`config.mk`:
```
export PLATFORM = sky130hd
export DESIGN_NAME = lzd_cmdq
export DESIGN_NICKNAME = d
export VERILOG_FILES = /design/src/lzd_pkg.sv /design/src/lzd_cmdq.sv
export SDC_FILE = /design/constraint.sdc
export NUM_CORES = 1
export LEC_CHECK = 0
export BUFFER_PORTS_ARGS = -buffer_cell sky130_fd_sc_hd__buf_4
export CAP_MARGIN = 20
export CORE_ASPECT_RATIO = 1.75
export CORE_MARGIN = 4
export CORE_UTILIZATION = 55
export CTS_CLUSTER_DIAMETER = 40
export DETAILED_ROUTE_END_ITERATION = 10
export GPL_TIMING_DRIVEN = 1
export PLACE_DENSITY = 0.8
export SLEW_MARGIN = 20
export SYNTH_ARGS = -nofsm -noshare
export SYNTH_HDL_FRONTEND = slang
export SYNTH_SLANG_ARGS = --single-unit
```
`constraint.sdc`:
```
create_clock -name clk -period 4.8 [get_ports clk]
set_input_delay 0.72 -clock clk [delete_from_list [all_inputs] [get_ports clk]]
set_output_delay 0.72 -clock clk [all_outputs]
set_load 0.03 [all_outputs]
```
`src/lzd_pkg.sv`:
```
`default_nettype none
package lzd_pkg;

  localparam int CNT_W      = 16;
  localparam int POS_W      = 12;
  localparam int LEN_W      = 7;
  localparam int CMDQ_DEPTH = 4;

  localparam logic [CNT_W-1:0] FREQ_LIMIT = 16'h8000;
  localparam logic [CNT_W-1:0] CNT_TOP    = 16'hffff;
  localparam logic [7:0]       SPACE_BYTE = 8'h20;

  // size of each group of position heads
  localparam logic [4:0] HEAD_GROUP [6] = '{5'd1, 5'd3, 5'd8, 5'd12, 5'd24, 5'd16};

  typedef struct packed {
    logic             is_match;
    logic [POS_W-1:0] data;   // literal byte in low bits, or raw position
    logic [LEN_W-1:0] len;
  } cmd_t;

  // head byte -> {upper position code, total bit length}
  function automatic logic [9:0] head_lookup(input logic [7:0] head);
    logic [8:0] first;
    logic [8:0] size;
    logic [8:0] off;
    logic [5:0] code;
    logic [5:0] res_code;
    logic [3:0] res_len;
    logic       found;
    first    = '0;
    code     = '0;
    res_code = 6'd63;
    res_len  = 4'd8;
    found    = 1'b0;
    for (int g = 0; g < 6; g++) begin
      size = 9'(HEAD_GROUP[g]) << (5 - g);
      if (!found && ({1'b0, head} < first + size)) begin
        off      = {1'b0, head} - first;
        res_code = code + 6'(off >> (5 - g));
        res_len  = 4'(3 + g);
        found    = 1'b1;
      end
      first = first + size;
      code  = code + 6'(HEAD_GROUP[g]);
    end
    return {res_code, res_len};
  endfunction

endpackage
`default_nettype wire

```
`src/lzd_cmdq.sv`:
```
`default_nettype none
module lzd_cmdq (
  input  wire logic     clk,
  input  wire logic     rst,
  input  wire logic     restart,
  input  wire logic     push,
  input  lzd_pkg::cmd_t push_cmd,
  output logic          full,
  input  wire logic     pop,
  output lzd_pkg::cmd_t pop_cmd,
  output logic          empty
);
  import lzd_pkg::*;

  localparam int PW = $clog2(CMDQ_DEPTH);

  cmd_t          slots [CMDQ_DEPTH];
  logic [PW-1:0] wptr, rptr;
  logic [PW:0]   count;

  assign full    = (count == (PW+1)'(CMDQ_DEPTH));
  assign empty   = (count == '0);
  assign pop_cmd = slots[rptr];

  always_ff @(posedge clk) begin
    if (push && !full) begin
      slots[wptr] <= push_cmd;
    end
  end

  always_ff @(posedge clk) begin
    if (rst || restart) begin
      wptr  <= '0;
      rptr  <= '0;
      count <= '0;
    end else begin
      if (push && !full) begin
        wptr <= wptr + 1'b1;
      end
      if (pop && !empty) begin
        rptr <= rptr + 1'b1;
      end
      count <= count + (PW+1)'(push && !full) - (PW+1)'(pop && !empty);
    end
  end
endmodule
`default_nettype wire

```
**Word-level counts from Yosys, hierarchy flattened**

Memory sizes are Yosys's and may differ from the RTL's. A register that Yosys moved wholly into a read port is not among the register bits.
Cells that the tools add are included.

- Memory bits (writable): 80
- Memories: 1
- Bits in registers: 7

- Multiplexer cells: 4
- Equal/unequal tests: 1
- $add $sub $neg: 4
- Reduce and logical (&&, ||, !) cells: 6

Memories:

| name | words | width | read ports | clocked after Yosys merged registers in | wr ports | RTL line | text |
|---|---|---|---|---|---|---|---|
| slots | 4 | 20 | 1 | 1 | 1 | lzd_cmdq.sv:17 | `cmd_t slots [CMDQ_DEPTH];` |

Operator list:

| kind | number |
|---|---|
| 2-bit by 1-bit adder with 2-bit output (second input constant) | 2 |
| 2-bit 2-to-1 mux | 2 |
| 3-bit by 1-bit adder with 3-bit output | 1 |
| 3-bit equality test (second input constant) | 1 |
| 3-bit logical NOT | 1 |
| 3-bit by 1-bit subtractor with 3-bit output | 1 |
| 1-bit logical AND | 2 |
| 1-bit logical NOT | 2 |
| 1-bit 2-to-1 mux | 2 |
| 1-bit logical OR | 1 |

**Logic depth before layout (Yosys ltp)**

- Word-level depth: 5
- Depth in mapped cells: 10
- Gate-level depth less buffers: 10

**Worst setup path before layout**

Ideal clock, no wire load.

- Path kind: register to register
- Start: register count[1]
- End: register count[2]
- Data arrival time: 2.558 ns
- Stages on the path, launching flop included: 10
- Buffers on the path: 0
- Data required time: 4.684 ns
- Setup time: 0.116 ns
- Slack: 2.126 ns
- Path through: dfxtp_1 -> nor3_1 -> nor2b_1 -> ha_1 -> inv_1 -> ha_1 -> fa_1 -> xnor2_1 -> xnor2_1 -> nor3_1

- Elaborated cells on any way between the ends: 8
- Those cells by class: 2 x add/sub; 1 x eq/ne; 5 x reduce/logical

RTL lines:

| what | RTL line | text |
|---|---|---|
| start: declaration | lzd_cmdq.sv:19 | `logic [PW:0] count;` |
| start signal: assignment | lzd_cmdq.sv:43 | `count <= count + (PW+1)'(push && !full) - (PW+1)'(pop && !empty);` |
| 3-bit logical NOT | lzd_cmdq.sv:22 | `assign empty = (count == '0);` |
| via empty | lzd_cmdq.sv:11 | `output logic empty` |
| 1-bit logical NOT | lzd_cmdq.sv:43 |  |
| 1-bit logical AND | lzd_cmdq.sv:43 |  |
| 3-bit by 1-bit subtractor with 3-bit output | lzd_cmdq.sv:43 |  |

The timed path passes the listed nets, and every way through them passes these cells.
A chain may end at the register's enable or synchronous reset.

==> impl_results.md <==
- Status: finished clean
- Worst-margin pin slew: 971 ps
- Die area: 7470 um2
- Fin cells: 291
- Initial core utilization: 56.7%
- TritonRoute pass-1 iters: 4
- Slew Viols, Final: 0
- Overall routing resource usage: between 10% and 20%
- Placed cell areas: 3790 um2
- Num CTS Buffers: 9
- WP data arrival: 1940 ps
- Layout cells sized above 1: 41.3%
- Routed vias/inst: 5.60
- Routability-driven placement congestion ratio: 0.718
- CP required: 4080 ps
- Int Power: 1180 uW
- Comb pwr share: 9.7%
- Die Span Y: 111 um
- DR iter-0 viols: 89
- Clk buf depth: 2
- Slew HR: 35.2%
- # setup viols final: 0
- Setup repair bufs after CTS: 0
- Tcrit/Tclk final: around 55%
- Critical path class: reg2out
- Clock-pin slew on the worst setup and hold paths: 80 ps
- Core Box Area: 5930 um2
- Leak: 0.00138 uW
- CTS tree: yes
- Placed wire-length estimate: 3820 um
- Worst Clk Skew: between 10 and 15 ps
- Tot Pwr: 1510 uW
- Clk_lat worst skew: 340 ps
- RSZ-0062 raised after global routing: no
- Wire per inst: 19.3 um
- Setup TNS: 0 ps
- Vias in the first global route: 1,830
- Routed WL: 5600 um
- Slowest CP cell: dfxtp_1
- ANT nets after route: 0
- Initial antenna violation count: 0
- YS warnings: 0
- Placed insts: 275
- Clock Power Share: 32.3%
- Worst hold stages: 2
- Fillers: 418
- PwrDens: 380 nW/um2
- Row cnt: 37
- Minimum clock period after layout: 2660 ps
- DRC: 0
- CTS H-Tree Depth: 3
- Number of synthesized register bits: about 90
- Sequential share of power: 57.9%
- CTS root buffer: clkbuf_8
- Mean Syn Cell Area: 21.8 um2
- Num ports: 47
- CP Max Fanout: 20
- VDD IR max: 251 uV
- Final instance area: 3990 um2
- Syn Inst Count: 154
- First-pass GRT wire length: around 9000 um
- Seq/Total Area, Yosys: 76.9%
- Synthesized area: 3360 um2
- Switch share: 22.4%
- Startpoint Class: register
- FMAX: between 0.3 and 0.4 GHz
- R2R cell count: 10
- Largest stage delay on the critical path: 960 ps
- Post-synth net total: ~190
- Syn-to-layout area delta: 18.7%
- Psw: between 300 and 400 uW
- Vias: around 1,600
- CTS resizes: 0
- Yosys cell types: 23
- Antenna Cells: 0
- Largest net degree at the start of global routing: 21
- Final hold viol count: 0
- Die W: 67.1 um
- Remaining global-route overflow: 0
- CTS Sinks: 89
- Critical Path Sink Type: primary output
- R2r setup slk: 2490 ps
- Final nets: 240
- Port-buffer cells: 46
- Post-CTS Hold Buffers: 0
- HP Class: reg2reg
- Max-cap violations: 0
- Critical-path cell list: mux4_2 -> buf_4
==> critical path: cells and delay by family (launching register included) <==
family | cells | cell delay (ps)
flops | 1 | 960
buf+inv | 1 | 190
mux | 1 | 430
==> Yosys cell counts <==
| cell | instances | area [um2] |
|---|---|---|
| edfxtp_1 | 80 | 2400 |
| mux4_2 | 20 | 450 |
| dfxtp_1 | 9 | 180 |
| inv_1 | 7 | 26.3 |
| ha_1 | 6 | 75.1 |
| and3_2 | 4 | 30.0 |
| nand2_1 | 4 | 15.0 |
| mux2i_1 | 3 | 30.0 |
| nor3_1 | 3 | 15.0 |
| and2_1 | 2 | 12.5 |
| buf_2 | 2 | 10.0 |
| clkbuf_1 | 2 | 7.51 |
| xnor2_1 | 2 | 17.5 |
| and2_4 | 1 | 8.76 |
| fa_1 | 1 | 20.0 |
| nand4_1 | 1 | 6.26 |
| nor2_1 | 1 | 3.75 |
| nor2b_1 | 1 | 6.26 |
| o21ai_0 | 1 | 5.00 |
| o311ai_0 | 1 | 8.76 |
| or3_1 | 1 | 6.26 |
| or3b_4 | 1 | 11.3 |
| xor2_1 | 1 | 8.76 |
==> cells in the final DEF (no fill, tap or decap) <==
cell         n
clkbuf_8     9
nor3_1       3
inv_1        7
clkinvlp_4   2
clkinv_4     1
nand2_1      4
nor2_1       1
or3b_4       1
and2_1       2
inv_6        1
nand4_1      1
xnor2_1      2
buf_4       47
or3_1        1
nor2b_1      1
clkbuf_1     1
dfxtp_1      9
ha_1         6
and3_2       4
xor2_1       1
o311ai_0     1
fa_1         1
edfxtp_1    80
bufinv_16    1
and2_4       1
o21ai_0      1
mux2i_1      3
mux4_2      20
clkinv_2     1
==> power by group through the flow <==
stage	combinational, uW	clock (uW)	sequential [uW]
after global routing	158	534	879
after floorplan	88.0	0	891
after detailed placement	149	0	895
final	147	490	877
after CTS	149	498	877
after global placement	143	0	892
==> per-layer routing <==
| layer | vias to the layer above | global-route usage, % | wire, um |
|---|---|---|---|
| met5 | - | 0 | 0 |
| met4 | 0 | 8.40 | 131 |
| met3 | 13 | 3.63 | 245 |
| met2 | 45 | 31.3 | 3290 |
| met1 | 843 | 18.6 | 1940 |
| li1 | 729 | - | - |
==> per-stage QoR <==
stage	hold slack, ps	worst slack (ps)	utilization [%]
6_report	530	2140	67.3
4_1_cts	522	2100	67.3
3_5_place_dp	500	2380	64.0
5_1_grt	552	2000	67.3
2_1_floorplan	462	2130	-
3_3_place_gp	473	2470	64.0
==> final timing paths <==
path,endpoint,start
max reg2reg,count[2]$_SDFF_PP0_,count[2]$_SDFF_PP0_
min,rptr[0]$_SDFFE_PP0P_,rptr[0]$_SDFFE_PP0P_
max,pop_cmd[9],register
min reg2reg,rptr[0]$_SDFFE_PP0P_,rptr[0]$_SDFFE_PP0P_
==> logic make-up (layout without fill, tap and decap cells) <==
| logic type | Yosys count | after routing | synth area share, % |
|---|---|---|---|
| muxes | 23 | 23 | 14.3 |
| DFF | 89 | 89 | 76.9 |
| xor gates and xnor gates | 3 | 3 | 0.783 |
| AOI/OAI and AO/OA | 2 | 2 | 0.410 |
| and+or+nand+nor | 19 | 19 | 3.43 |
| buffers and inverters | 11 | 70 | 1.30 |
| adders and majority gates | 7 | 7 | 2.83 |
==> registers in the layout (all words and copies together) (netlist names), named ones only <==
| signal | count |
|---|---|
| count | 3 |
| rptr | 2 |
| slots | 80 |
| wptr | 2 |
==> area by class of cell <==
class | count | area [um2] | area share (%)
inverter | 7 | 26.3 | 0.659
clock buffer | 10 | 128 | 3.20
sequential | 89 | 2580 | 64.8
multi-input combinational | 54 | 731 | 18.3
timing repair buffer | 47 | 353 | 8.85
clock inverter | 6 | 67.6 | 1.70
tap | 78 | 97.6 | 2.45
(Power assumes the default switching activity.)
